==> src/rtl/slm_pkg.sv <==
// Shared constants and register codes for the stereo RMS level meter.
`default_nettype none

package slm_pkg;

    localparam int SAMPLE_BITS    = 16;
    localparam int MAX_FRAMES_DEF = 256;

    localparam int KEEP_W  = 16;
    localparam int LEVEL_W = 15;
    localparam int SCALE_W = 16;
    localparam int BLOCK_W = 32;

    localparam int CFG_INDEX_W = 8;
    localparam int CFG_DATA_W  = 16;

    localparam logic [CFG_INDEX_W-1:0] REG_SMOOTH_KEEP = CFG_INDEX_W'(0);
    localparam logic [CFG_INDEX_W-1:0] REG_FULL_SCALE  = CFG_INDEX_W'(1);

    localparam logic [KEEP_W-1:0]  KEEP_RESET = KEEP_W'(60948);
    localparam logic [LEVEL_W-1:0] FS_RESET   = LEVEL_W'(5571);

    typedef struct packed {
        logic start;
        logic done;
    } t_unit_ctl;

endpackage

`default_nettype wire

==> src/rtl/stereo_rms_level_meter.sv <==
// Stereo RMS level meter: two squaring lanes, block accumulator, mean/root/smooth/scale.
// A frame that does not close a block goes through the lane square register, then the accumulate state.
// A closing frame runs the shared divider twice and the root unit once; no frame is taken
// meanwhile.
// A finished result waits in the output register while the next frames are taken.
// Synchronous active-low reset clears sums, counts, smoothed level, block count, out valid.
`default_nettype none

module stereo_rms_level_meter #(
    parameter int MAX_FRAMES = slm_pkg::MAX_FRAMES_DEF
) (
    input  wire                                   i_clk,
    input  wire                                   i_rst_n,
    input  wire                                   i_cfg_wr_en,
    input  wire  [slm_pkg::CFG_INDEX_W-1:0]       i_cfg_index,
    input  wire  [slm_pkg::CFG_DATA_W-1:0]        i_cfg_wr_data,
    input  wire                                   i_in_valid,
    output logic                                  o_in_stall,
    input  wire  signed [slm_pkg::SAMPLE_BITS-1:0] i_left_sample,
    input  wire  signed [slm_pkg::SAMPLE_BITS-1:0] i_right_sample,
    input  wire                                   i_last_frame,
    output logic                                  o_out_valid,
    input  wire                                   i_out_stall,
    output logic [slm_pkg::LEVEL_W-1:0]           o_rms_level,
    output logic [slm_pkg::LEVEL_W-1:0]           o_smoothed_level,
    output logic [slm_pkg::SCALE_W-1:0]           o_scaled_level,
    output logic [slm_pkg::BLOCK_W-1:0]           o_blocks_seen
);
    import slm_pkg::*;

    localparam int SQ_W   = 2 * SAMPLE_BITS - 1;
    localparam int CW     = $clog2(MAX_FRAMES + 1);
    localparam int SUM_W  = SQ_W + CW;
    localparam int QW     = SUM_W - 3;
    localparam int QW2    = QW + (QW % 2);
    localparam int RW     = QW2 / 2;
    localparam int RMS_W  = (RW > LEVEL_W) ? RW : LEVEL_W + 1;
    localparam int SCL_DD = LEVEL_W + 16;
    localparam int DIV_W  = (QW > SCL_DD) ? QW : SCL_DD;
    localparam int DVS_W  = (CW > LEVEL_W) ? CW : LEVEL_W;
    localparam logic [CW-1:0] FRAME_LIMIT = CW'(MAX_FRAMES);

    localparam logic [2:0] S_IDLE  = 3'd0;
    localparam logic [2:0] S_ACC   = 3'd1;
    localparam logic [2:0] S_MEAN  = 3'd2;
    localparam logic [2:0] S_ROOT  = 3'd3;
    localparam logic [2:0] S_MUL   = 3'd4;
    localparam logic [2:0] S_SUM   = 3'd5;
    localparam logic [2:0] S_SCALE = 3'd6;
    localparam logic [2:0] S_OUT   = 3'd7;

    logic [2:0]         r_state;
    logic [KEEP_W-1:0]  r_keep;
    logic [LEVEL_W-1:0] r_fs;
    logic [SUM_W-1:0]   r_sum;
    logic [CW-1:0]      r_count;
    logic               r_last;
    logic [LEVEL_W-1:0] r_smoothed;
    logic [BLOCK_W-1:0] r_blocks;
    logic [LEVEL_W-1:0] r_rms;
    logic [30:0]        r_prod_old;
    logic [31:0]        r_prod_new;

    logic               r_out_valid;
    logic [LEVEL_W-1:0] r_out_rms;
    logic [LEVEL_W-1:0] r_out_sm;
    logic [SCALE_W-1:0] r_out_scaled;
    logic [BLOCK_W-1:0] r_out_blocks;

    logic               accept;
    logic [SQ_W-1:0]    sq_left;
    logic [SQ_W-1:0]    sq_right;
    logic [SUM_W-1:0]   n_sum;
    logic [CW-1:0]      n_count;
    logic               block_end;

    logic               div_start;
    logic [DIV_W-1:0]   div_dividend;
    logic [DVS_W-1:0]   div_divisor;
    logic               div_done;
    logic [DIV_W-1:0]   div_quo;

    t_unit_ctl          root_ctl;
    logic               root_done;
    logic [RW-1:0]      root;
    logic [RMS_W-1:0]   root_ext;
    logic [LEVEL_W-1:0] rms_clip;

    logic [32:0]        sm_sum;
    logic [16:0]        sm_raw;
    logic [LEVEL_W-1:0] n_smoothed;
    logic [LEVEL_W-1:0] fs_eff;
    logic [SCALE_W-1:0] scaled;
    logic               out_free;
    logic               out_load;

    assign accept = i_in_valid && (r_state == S_IDLE);
    assign o_in_stall = (r_state != S_IDLE);

    slm_lane u_lane_left (
        .i_clk    (i_clk),
        .i_load   (accept),
        .i_sample (i_left_sample),
        .o_square (sq_left)
    );

    slm_lane u_lane_right (
        .i_clk    (i_clk),
        .i_load   (accept),
        .i_sample (i_right_sample),
        .o_square (sq_right)
    );

    // merge the lanes into the block sum
    assign n_sum     = r_sum + SUM_W'(sq_left) + SUM_W'(sq_right);
    assign n_count   = r_count + CW'(1);
    assign block_end = r_last || (n_count == FRAME_LIMIT);

    assign root_ext = RMS_W'(root);
    assign rms_clip = (|root_ext[RMS_W-1:LEVEL_W]) ? {LEVEL_W{1'b1}} : root_ext[LEVEL_W-1:0];

    assign sm_sum     = 33'(r_prod_old) + 33'(r_prod_new) + 33'd32768;
    assign sm_raw     = sm_sum[32:16];
    assign n_smoothed = (|sm_raw[16:LEVEL_W]) ? {LEVEL_W{1'b1}} : sm_raw[LEVEL_W-1:0];
    assign fs_eff     = (r_fs == '0) ? LEVEL_W'(1) : r_fs;
    assign scaled     = (|div_quo[DIV_W-1:SCALE_W]) ? {SCALE_W{1'b1}} : div_quo[SCALE_W-1:0];

    always_comb begin
        div_start    = 1'b0;
        div_dividend = '0;
        div_divisor  = '0;
        case (r_state)
            S_ACC: begin
                div_start    = block_end;
                div_dividend = DIV_W'(n_sum >> 3);
                div_divisor  = DVS_W'(n_count);
            end
            S_SUM: begin
                div_start    = 1'b1;
                div_dividend = DIV_W'({n_smoothed, 16'h0000});
                div_divisor  = DVS_W'(fs_eff);
            end
            default: begin
                div_start = 1'b0;
            end
        endcase
    end

    slm_div #(
        .DIVIDEND_W (DIV_W),
        .DIVISOR_W  (DVS_W)
    ) u_div (
        .i_clk      (i_clk),
        .i_rst_n    (i_rst_n),
        .i_start    (div_start),
        .i_dividend (div_dividend),
        .i_divisor  (div_divisor),
        .o_done     (div_done),
        .o_quotient (div_quo)
    );

    assign root_ctl.start = (r_state == S_MEAN) && div_done;
    assign root_ctl.done  = 1'b0;

    slm_sqrt #(
        .OPERAND_W (QW2)
    ) u_sqrt (
        .i_clk     (i_clk),
        .i_rst_n   (i_rst_n),
        .i_ctl     (root_ctl),
        .i_operand (QW2'(div_quo[QW-1:0])),
        .o_done    (root_done),
        .o_root    (root)
    );

    assign out_free = !r_out_valid || !i_out_stall;
    assign out_load = (r_state == S_OUT) && out_free;

    always_ff @(posedge i_clk) begin
        if (!i_rst_n) begin
            r_keep <= KEEP_RESET;
            r_fs   <= FS_RESET;
        end else if (i_cfg_wr_en) begin
            case (i_cfg_index)
                REG_SMOOTH_KEEP: r_keep <= i_cfg_wr_data[KEEP_W-1:0];
                REG_FULL_SCALE:  r_fs   <= i_cfg_wr_data[LEVEL_W-1:0];
                default: begin
                end
            endcase
        end
    end

    always_ff @(posedge i_clk) begin
        if (!i_rst_n) begin
            r_state    <= S_IDLE;
            r_sum      <= '0;
            r_count    <= '0;
            r_last     <= 1'b0;
            r_smoothed <= '0;
            r_blocks   <= '0;
        end else begin
            case (r_state)
                S_IDLE: begin
                    if (accept) begin
                        r_last  <= i_last_frame;
                        r_state <= S_ACC;
                    end
                end
                S_ACC: begin
                    if (block_end) begin
                        r_sum   <= '0;
                        r_count <= '0;
                        r_state <= S_MEAN;
                    end else begin
                        r_sum   <= n_sum;
                        r_count <= n_count;
                        r_state <= S_IDLE;
                    end
                end
                S_MEAN: begin
                    if (div_done) begin
                        r_state <= S_ROOT;
                    end
                end
                S_ROOT: begin
                    if (root_done) begin
                        r_state <= S_MUL;
                    end
                end
                S_MUL: begin
                    r_state <= S_SUM;
                end
                S_SUM: begin
                    r_smoothed <= n_smoothed;
                    r_state    <= S_SCALE;
                end
                S_SCALE: begin
                    if (div_done) begin
                        r_state <= S_OUT;
                    end
                end
                S_OUT: begin
                    if (out_free) begin
                        r_blocks <= r_blocks + BLOCK_W'(1);
                        r_state  <= S_IDLE;
                    end
                end
                default: begin
                    r_state <= S_IDLE;
                end
            endcase
        end
    end

    always_ff @(posedge i_clk) begin
        if (r_state == S_ROOT && root_done) begin
            r_rms <= rms_clip;
        end
        if (r_state == S_MUL) begin
            r_prod_old <= r_keep * r_smoothed;
            r_prod_new <= (17'h10000 - 17'(r_keep)) * r_rms;
        end
    end

    always_ff @(posedge i_clk) begin
        if (!i_rst_n) begin
            r_out_valid <= 1'b0;
        end else if (out_load) begin
            r_out_valid <= 1'b1;
        end else if (!i_out_stall) begin
            r_out_valid <= 1'b0;
        end
    end

    always_ff @(posedge i_clk) begin
        if (out_load) begin
            r_out_rms    <= r_rms;
            r_out_sm     <= r_smoothed;
            r_out_scaled <= scaled;
            r_out_blocks <= r_blocks + BLOCK_W'(1);
        end
    end

    assign o_out_valid      = r_out_valid;
    assign o_rms_level      = r_out_rms;
    assign o_smoothed_level = r_out_sm;
    assign o_scaled_level   = r_out_scaled;
    assign o_blocks_seen    = r_out_blocks;

endmodule

`default_nettype wire

==> src/rtl/slm_lane.sv <==
// One channel lane: magnitude and square of a sample, registered.
`default_nettype none

module slm_lane (
    input  wire                               i_clk,
    input  wire                               i_load,
    input  wire  signed [slm_pkg::SAMPLE_BITS-1:0] i_sample,
    output logic [2*slm_pkg::SAMPLE_BITS-2:0] o_square
);
    import slm_pkg::*;

    localparam int SQ_W = 2 * SAMPLE_BITS - 1;

    logic [SAMPLE_BITS-1:0]   mag;
    logic [2*SAMPLE_BITS-1:0] prod;
    logic [SQ_W-1:0]          r_square;

    // -32768 maps to 32768 as an unsigned magnitude
    assign mag  = i_sample[SAMPLE_BITS-1] ? (SAMPLE_BITS'(0) - i_sample) : i_sample;
    assign prod = mag * mag;

    always_ff @(posedge i_clk) begin
        if (i_load) begin
            r_square <= prod[SQ_W-1:0];
        end
    end

    assign o_square = r_square;

endmodule

`default_nettype wire

==> src/rtl/slm_div.sv <==
// Restoring divider, one quotient bit per clock.
`default_nettype none

module slm_div #(
    parameter int DIVIDEND_W = 37,
    parameter int DIVISOR_W  = 15
) (
    input  wire                   i_clk,
    input  wire                   i_rst_n,
    input  wire                   i_start,
    input  wire  [DIVIDEND_W-1:0] i_dividend,
    input  wire  [DIVISOR_W-1:0]  i_divisor,
    output logic                  o_done,
    output logic [DIVIDEND_W-1:0] o_quotient
);
    localparam int CNT_W = (DIVIDEND_W > 1) ? $clog2(DIVIDEND_W) : 1;
    localparam logic [CNT_W-1:0] LAST = CNT_W'(DIVIDEND_W - 1);

    logic                  r_busy;
    logic                  r_done;
    logic [CNT_W-1:0]      r_cnt;
    logic [DIVISOR_W-1:0]  r_dvs;
    logic [DIVISOR_W-1:0]  r_rem;
    logic [DIVIDEND_W-1:0] r_quo;
    logic [DIVISOR_W:0]    trial;
    logic                  fits;

    assign trial = {r_rem, r_quo[DIVIDEND_W-1]};
    assign fits  = (trial >= {1'b0, r_dvs});

    always_ff @(posedge i_clk) begin
        if (!i_rst_n) begin
            r_busy <= 1'b0;
            r_done <= 1'b0;
            r_cnt  <= '0;
        end else begin
            r_done <= 1'b0;
            if (i_start) begin
                r_busy <= 1'b1;
                r_cnt  <= '0;
            end else if (r_busy) begin
                r_cnt <= r_cnt + CNT_W'(1);
                if (r_cnt == LAST) begin
                    r_busy <= 1'b0;
                    r_done <= 1'b1;
                end
            end
        end
    end

    always_ff @(posedge i_clk) begin
        if (i_start) begin
            r_dvs <= i_divisor;
            r_rem <= '0;
            r_quo <= i_dividend;
        end else if (r_busy) begin
            r_rem <= fits ? DIVISOR_W'(trial - {1'b0, r_dvs}) : trial[DIVISOR_W-1:0];
            r_quo <= {r_quo[DIVIDEND_W-2:0], fits};
        end
    end

    assign o_done     = r_done;
    assign o_quotient = r_quo;

endmodule

`default_nettype wire

==> src/rtl/slm_sqrt.sv <==
// Integer square root, one root bit per clock.
`default_nettype none

module slm_sqrt #(
    parameter int OPERAND_W = 38
) (
    input  wire                      i_clk,
    input  wire                      i_rst_n,
    input  wire  slm_pkg::t_unit_ctl i_ctl,
    input  wire  [OPERAND_W-1:0]     i_operand,
    output logic                     o_done,
    output logic [OPERAND_W/2-1:0]   o_root
);
    import slm_pkg::*;

    localparam int ROOT_W = OPERAND_W / 2;
    localparam int CNT_W  = (ROOT_W > 1) ? $clog2(ROOT_W) : 1;
    localparam logic [CNT_W-1:0] LAST = CNT_W'(ROOT_W - 1);

    logic                 r_busy;
    logic                 r_done;
    logic [CNT_W-1:0]     r_cnt;
    logic [OPERAND_W-1:0] r_op;
    logic [ROOT_W:0]      r_rem;
    logic [ROOT_W-1:0]    r_root;
    logic [ROOT_W+2:0]    rem_sh;
    logic [ROOT_W+2:0]    trial;
    logic                 fits;

    assign rem_sh = {r_rem, r_op[OPERAND_W-1 -: 2]};
    assign trial  = (ROOT_W+3)'({r_root, 2'b01});
    assign fits   = (rem_sh >= trial);

    always_ff @(posedge i_clk) begin
        if (!i_rst_n) begin
            r_busy <= 1'b0;
            r_done <= 1'b0;
            r_cnt  <= '0;
        end else begin
            r_done <= 1'b0;
            if (i_ctl.start) begin
                r_busy <= 1'b1;
                r_cnt  <= '0;
            end else if (r_busy) begin
                r_cnt <= r_cnt + CNT_W'(1);
                if (r_cnt == LAST) begin
                    r_busy <= 1'b0;
                    r_done <= 1'b1;
                end
            end
        end
    end

    always_ff @(posedge i_clk) begin
        if (i_ctl.start) begin
            r_op   <= i_operand;
            r_rem  <= '0;
            r_root <= '0;
        end else if (r_busy) begin
            r_op   <= {r_op[OPERAND_W-3:0], 2'b00};
            r_rem  <= fits ? (ROOT_W+1)'(rem_sh - trial) : rem_sh[ROOT_W:0];
            r_root <= {r_root[ROOT_W-2:0], fits};
        end
    end

    assign o_done = r_done;
    assign o_root = r_root;

endmodule

`default_nettype wire

==> config.mk <==
export PLATFORM = sky130hd
export DESIGN_NAME = stereo_rms_level_meter
export DESIGN_NICKNAME = d
export VERILOG_FILES = /design/src/rtl/slm_pkg.sv /design/src/rtl/stereo_rms_level_meter.sv /design/src/rtl/slm_lane.sv /design/src/rtl/slm_div.sv /design/src/rtl/slm_sqrt.sv
export SDC_FILE = /design/constraint.sdc
export NUM_CORES = 2
export LEC_CHECK = 0
export ABC_AREA = 1
export BUFFER_PORTS_ARGS = -buffer_cell sky130_fd_sc_hd__buf_2
export CAP_MARGIN = 10
export CELL_PAD_IN_SITES_DETAIL_PLACEMENT = 1
export CELL_PAD_IN_SITES_GLOBAL_PLACEMENT = 1
export CORE_ASPECT_RATIO = 1.75
export CORE_MARGIN = 5
export CORE_UTILIZATION = 35
export CTS_CLUSTER_SIZE = 40
export DETAILED_ROUTE_END_ITERATION = 6
export MAX_ROUTING_LAYER = met4
export PLACE_DENSITY_LB_ADDON = 0.12
export SETUP_SLACK_MARGIN = 0.3
export SYNTH_ARGS = -nofsm -noshare
export SYNTH_HDL_FRONTEND = slang
export SYNTH_HIERARCHICAL = 1
export SYNTH_SLANG_ARGS = --single-unit
==> constraint.sdc <==
create_clock -name i_clk -period 8 [get_ports i_clk]
set_clock_uncertainty 0.15 [all_clocks]
set_input_delay 0.8 -clock i_clk [delete_from_list [all_inputs] [get_ports i_clk]]
set_output_delay 0.8 -clock i_clk [all_outputs]
set_load 0.03 [all_outputs]
### After elaboration in Yosys (flattened, before gate mapping)

Index checks and enable logic that the tools add are counted.
Widths: inputs -> output; s select.

| storage, ports and cells | value |
|---|---|
| word-level logic and storage cells | 128 |
| output and inout port bits | 80 |
| input bits | 62 |
| bits in registers | 509 |

| operators by class | value |
|---|---|
| multipliers | 4 |
| reduce and logical (&&, ||, !) cells | 26 |
| magnitude comparators | 2 |
| eq/ne operators | 17 |
| add/sub/neg operators | 13 |
| bitwise logic cells | 3 |
| mux-type cells | 32 |

Operator list:

| kind | number |
|---|---|
| $mux 37 | 4 |
| $add 40x31->40 | 2 |
| $pmux 37 s2 | 1 |
| $mul 16x16->31 | 2 |
| $mux 15 | 3 |
| $mux 40 | 1 |
| $add 31x32->33 | 1 |
| $add 33x16->33 const B | 1 |
| $add 32x1->32 const B | 1 |
| $mul 18x16->32 | 1 |
| $mux 16 | 2 |
| $sub 1x16->16 const A | 2 |
| $mul 16x15->31 | 1 |
| $pmux 15 s2 | 1 |
| $pmux 3 s8 | 1 |
| $ge 22x21->1 | 1 |
| $reduce_or 21->1 | 1 |
| $mux 20 | 1 |
| $sub 20x20->20 | 1 |
| $sub 17x16->18 const A | 1 |
| $ge 16x15->1 | 1 |
| $logic_not 15->1 | 1 |
| $mux 3 | 5 |
| $sub 15x15->15 | 1 |
| 29 further kinds | 60 |

### Depth between registers and ports, before layout

| logic depth | value |
|---|---|
| word-level depth | 6 |
| gate-level depth with buffers | 35 |
| depth with buffers taken out | 34 |

### Modules after synthesis

Netlist, hierarchy kept.

Modules (own cells, without submodules):

| module | area each (sq um) | seq. area each (sq um) | cells an instance | instances |
|---|---|---|---|---|
| stereo_rms_level_meter | 33565.9 | 7327.0 | 4354 | 1 |
| slm_lane | 8732.1 | 900.9 | 1073 | 2 |
| slm_sqrt | 4892.2 | 2062.0 | 675 | 1 |
| slm_div | 4207.8 | 2021.9 | 513 | 1 |

### Worst setup path after synthesis

OpenSTA, ideal clock, no wires.

| path | value |
|---|---|
| kind | input port to flip-flop |
| start point | input i_left_sample[0] (netlist bit) |
| end point | register u_lane_left.r_square[25], in the netlist u_lane_left/o_square[25], data pin |
| library setup time | 253 ps |
| path slack | 753 ps |
| stages | 29 |
| data arrival time | 6844 ps |
| path buffers | 2 |
| data required time | 7597 ps |
| cell sequence | inv_2 buf_1 ha_1 nand2_1 nor2_1 nand2_1 nand2_1 o21ai_2 xor2_2 buf_4 nand2_1 fa_1 inv_1 fa_1 fa_1 fa_1 fa_1 inv_1 fa_1 inv_1 ha_1 nand2_1 nor2_1 nand2_1 inv_1 nand3_1 or2_2 nand4_1 nand2_1 |

| between the ends | value |
|---|---|
| word-level cells in the longest chain between the ends | 3 |

RTL lines:

| element | line | source |
|---|---|---|
| start, declared | stereo_rms_level_meter.sv:19 | `input wire signed [slm_pkg::SAMPLE_BITS-1:0] i_left_sample,` |
| $sub 1x16->16 | slm_lane.sv:19 | `assign mag = i_sample[SAMPLE_BITS-1] ? (SAMPLE_BITS'(0) - i_sample) : i_sample;` |
| $mux 16 (*) | slm_lane.sv:19 |  |
| $mul 16x16->31 (*) | slm_lane.sv:20 | `assign prod = mag * mag;` |
| named net u_lane_left.prod[25] | slm_lane.sv:15 | `logic [2*SAMPLE_BITS-1:0] prod;` |
| end signal, assigned | slm_lane.sv:24 | `r_square <= prod[SQ_W-1:0];` |
| end, declared | slm_lane.sv:16 | `logic [SQ_W-1:0] r_square;` |

The timed path passes the listed nets; every way through them passes the cells marked *.
A chain may end at the register's enable or synchronous reset.

### Worst setup path in the final report

| path | value |
|---|---|
| start point | register r_keep[1] |
| end point | register r_prod_new[27], data pin |

| between the ends | value |
|---|---|
| word-level cells in the longest chain between the ends | 2 |

RTL lines:

| element | line | source |
|---|---|---|
| start, declared | stereo_rms_level_meter.sv:53 | `logic [KEEP_W-1:0] r_keep;` |
| start signal, assigned | stereo_rms_level_meter.sv:185 | `REG_SMOOTH_KEEP: r_keep <= i_cfg_wr_data[KEEP_W-1:0];` |
| $sub 17x16->18 | stereo_rms_level_meter.sv:261 | `r_prod_new <= (17'h10000 - 17'(r_keep)) * r_rms;` |
| $mul 18x16->32 | stereo_rms_level_meter.sv:261 |  |
| end signal, assigned | stereo_rms_level_meter.sv:261 |  |
| end, declared | stereo_rms_level_meter.sv:62 | `logic [31:0] r_prod_new;` |

No other way between the ends.

==> summary.md <==
| Metric | Value |
|---|---|
| Met3 usage | `~1.6%` |
| Max-slew violation count | `0` |
| Clk Latency, worst-skew pair | `approximately 720 ps` |
| GP Congestion | `~0.9` |
| Xor/xnor share of the synthesized area | `around 2.3%` |
| Via count of the first global-routing pass | `55479` |
| Setup TNS | `0 ps` |
| Max IR drop VDD | `roughly 0.39 mV` |
| FF+latch count, synth | `a little over 500` |
| WP data arrival | `7630 ps` |
| Largest net degree at the start of global routing | `between 90 and 100` |
| Post-synth top flop | `edfxtp_1` |
| Max_cap viols | `0` |
| Most frequent CP cell | `fa_1` |
| Clock share of power | `a little under an eighth` |
| Core area | `~170000 um2` |
| CTS Buf Count | `56` |
| DR pass1 iterations | `7` |
| RSZ-0062 raised after global routing | `false` |
| Worst min-delay path startpoint | `i_right_sample[0]` |
| Net Switching | `about 13000 uW` |
| Pint | `10700 uW` |
| End of the worst register-to-register path | `r_prod_new[27]` |
| Largest family of logic cells by synthesized area | `adder cells` |
| Post-synthesis sequential area ratio | `a little over a fifth` |
| Power density over the cells | `roughly 360 nW/um2` |
| Crit Path Class | `reg -> reg` |
| CTS tree | `yes` |
| Number of port buffers | `approximately 140` |
| Combinational fraction of design power | `a little under three quarters` |
| Sequential Power Share | `between 10% and 20%` |
| Syn-to-layout area delta | `9.04%` |
| Met1 usage | `between 20 and 25%` |
| First-pass GRT wire length | `approximately 320000 um` |
| Critical path data required time | `~8300 ps` |
| Fmax | `136 MHz` |
| Cell variety after synth | `62` |
| Fin nets | `~9000` |
| Gr usage total | `approximately a quarter` |
| Yosys top cell by area | `fa_1` |
| Slowest stage delay, CP | `about 540 ps` |
| Post-synthesis simple-gate area fraction | `between 20 and 25%` |
| Layout cells sized above 1 | `6.50%` |
| Num ports | `around 140` |
| Worst Hold End | `u_lane_right/o_square[0]` |
| Number of core rows | `about 200` |
| Commonest cells after routing, fill and taps aside | `nand2_1, inv_1, fa_1` |
| CP Max Fanout | `16` |
| Met2 GRT Util | `~48%` |
| Status | `finished clean` |
| Most common cell after layout, fill and taps aside | `nand2_1` |
| Die Area | `roughly 180000 um2` |
| Crit start category | `flop` |
| Share of the synthesized area in the top cell type | `approximately a quarter` |
| Die H | `558 um` |
| Slew headroom | `26.9%` |
| # hold bufs at CTS | `0` |
| Remaining routing DRC violations | `0` |
| Slowest cell on crit path | `fa_1` |
| Via count | `49449` |
| Root Buffer Master | `clkbuf_16` |
| Mux contribution to synthesized area | `0%` |
| Compound-Gate Fraction of Synth Area | `approximately 5.5%` |
| Post-DRT Antenna Nets | `0` |
| R2R depth | `29` |
| Register-to-register setup slack | `620 ps` |
| Static Leakage | `0.0341 uW` |
| Worst-margin pin slew | `roughly 1100 ps` |
| Synth Area in Adders | `between 30 and 40%` |
| Clk sinks | `approximately 500` |
| DRT iter0 DRCs | `approximately 1900` |
| Tightest Hold Check Type | `in -> reg` |
| Post-route clock period utilization | `between 90 and 100%` |
| Worst slack, placed | `303 ps` |
| Initial antenna violation count | `5` |
| Layout Utilization | `between 30% and 40%` |
| Die Span X | `between 300 and 400 um` |
| Vias/cell | `4.90` |
| Asr flop ratio synth | `0%` |
| EDFF count, synth | `306` |
| Setup Viol. Count Final | `0` |
| Starting Density | `about a third` |
| Tmin final | `7380 ps` |
| CTS clock-pin slew for the worst setup and hold paths | `approximately 70 ps` |
| Global route overflow | `0` |
| Syn Inst Count | `around 7700` |
| Synth warn | `6` |
| Nature of the critical path endpoint | `flop` |
| Gr busiest metal | `met2` |
| Hold Path Depth | `1` |
| Synthesized area | `~60000 um2` |
| Switch share | `54.8%` |
| CTS max path bufs | `3` |
| Mean Syn Cell Area | `7.82 um2` |
| Worst flop-to-flop path startpoint | `r_keep[1]` |
| Final wirelength | `roughly 210000 um` |
| H-tree depth | `2` |
| Post-DP HPWL | `roughly 180000 um` |
| Top cells by area, synth | `fa_1, edfxtp_1, nand2_1, ha_1, inv_1` |
| Fin. Hold Viols | `0` |
| WL/cell | `around 20 um` |
| PnR worst setup slack | `622 ps` |
| # fillers | `20896` |
[flip-flops by register name, summed over array words and instances (netlist names), 30 cells and up]
register,count
u_div/o_quotient,37
r_sum,40
r_blocks,32
r_prod_new,32
o_blocks_seen,32
r_prod_old,31
u_sqrt/r_op,38
u_lane_left/o_square,30
u_lane_right/o_square,30
[through the flow]
step                      instance area, um2  power [uW]  hold slack, ps  std cells
after floorplan                        60200       15400             256       7708
after global placement                 63600       21100             308       9984
after detailed placement               63600       21300             321       9984
after CTS                              65500       24300            98.0      10089
after global routing                   65600       26200             126      10091
final                                  65600       23700             162      10091
[cell usage after synthesis (22+ instances only)]
cell type / instances
nand2_1: 2045
inv_1: 1668
fa_1: 734
nor2_1: 585
ha_1: 534
edfxtp_1: 306
a21oi_1: 297
nand3_1: 291
dfxtp_1: 201
o21ai_0: 154
clkbuf_1: 141
xor2_1: 103
nand4_1: 101
nor3_1: 65
xnor2_1: 48
inv_2: 36
nand2_2: 35
o21bai_1: 31
nor2_2: 26
nor4_1: 22
o22ai_1: 22
[worst max-delay path: cells and delay by family, from the launching register on]
family / cells / cell delay [ps]
AO/OA/AOI/OAI: 4 / 900
XOR/XNOR: 1 / 80
adder cells (fa/ha/maj): 7 / 3400
buffers and inverters: 6 / 670
flip-flops: 1 / 310
AND/OR/NAND/NOR: 11 / 1520
[what timing repair did]
item	CTS	global route
endpoints found under the setup margin	4	12
hold endpoints to repair	0	0
gates resized for setup	1	14
pin swaps	0	1
buffers inserted	0	1
[per-layer routing]
| metal | wire length (um) | vias up |
|---|---|---|
| met1 | 70700 | 24862 |
| met2 | 120000 | 559 |
| met3 | 3700 | 320 |
| met4 | 12200 | 0 |
| met5 | 0 | - |
| li1 | - | 23708 |
[cell type report]
| class | count | area (um2) | area share (%) |
|---|---|---|---|
| clock buffer | 66 | 1480 | 2.26 |
| inverter | 1711 | 6430 | 9.81 |
| sequential | 507 | 13200 | 20.2 |
| clock inverter | 39 | 425 | 0.649 |
| multi-input combinational | 5291 | 39700 | 60.6 |
| tap | 2233 | 2790 | 4.26 |
| timing repair buffer | 243 | 1480 | 2.26 |
| antenna | 1 | 2.50 | 0.00382 |
[worst max-delay path by stage]
stage | startpoint | endpoint | depth (start not counted)
after floorplan | i_left_sample[0] | u_lane_left/o_square[25] | 29
after global placement | r_keep[1] | r_prod_new[19] | 28
after detailed placement | i_right_sample[0] | u_lane_right/o_square[25] | 28
after CTS | r_keep[1] | r_prod_new[27] | 29
after global routing | r_keep[1] | r_prod_new[31] | 31
final | r_keep[1] | r_prod_new[27] | 29
[power groups by stage]
stage                     Combinational (uW)  Clock, uW  Sequential, uW
final                                  17100       2790            3850
after global routing                   19300       2990            3870
after CTS                              17500       2920            3860
after detailed placement               17400          0            3920
after global placement                 17200          0            3910
after floorplan                        11700          0            3750
[cell families after synthesis]
group                      count (synthesis)
AOI/OAI and AO/OA                        599
xor gates and xnor gates                 155
adders and majority gates               1268
buffers and inverters                   1910
DFF                                      507
other                                      5
and+or+nand+nor                         3244
Power figures use the tool's default switching activity.
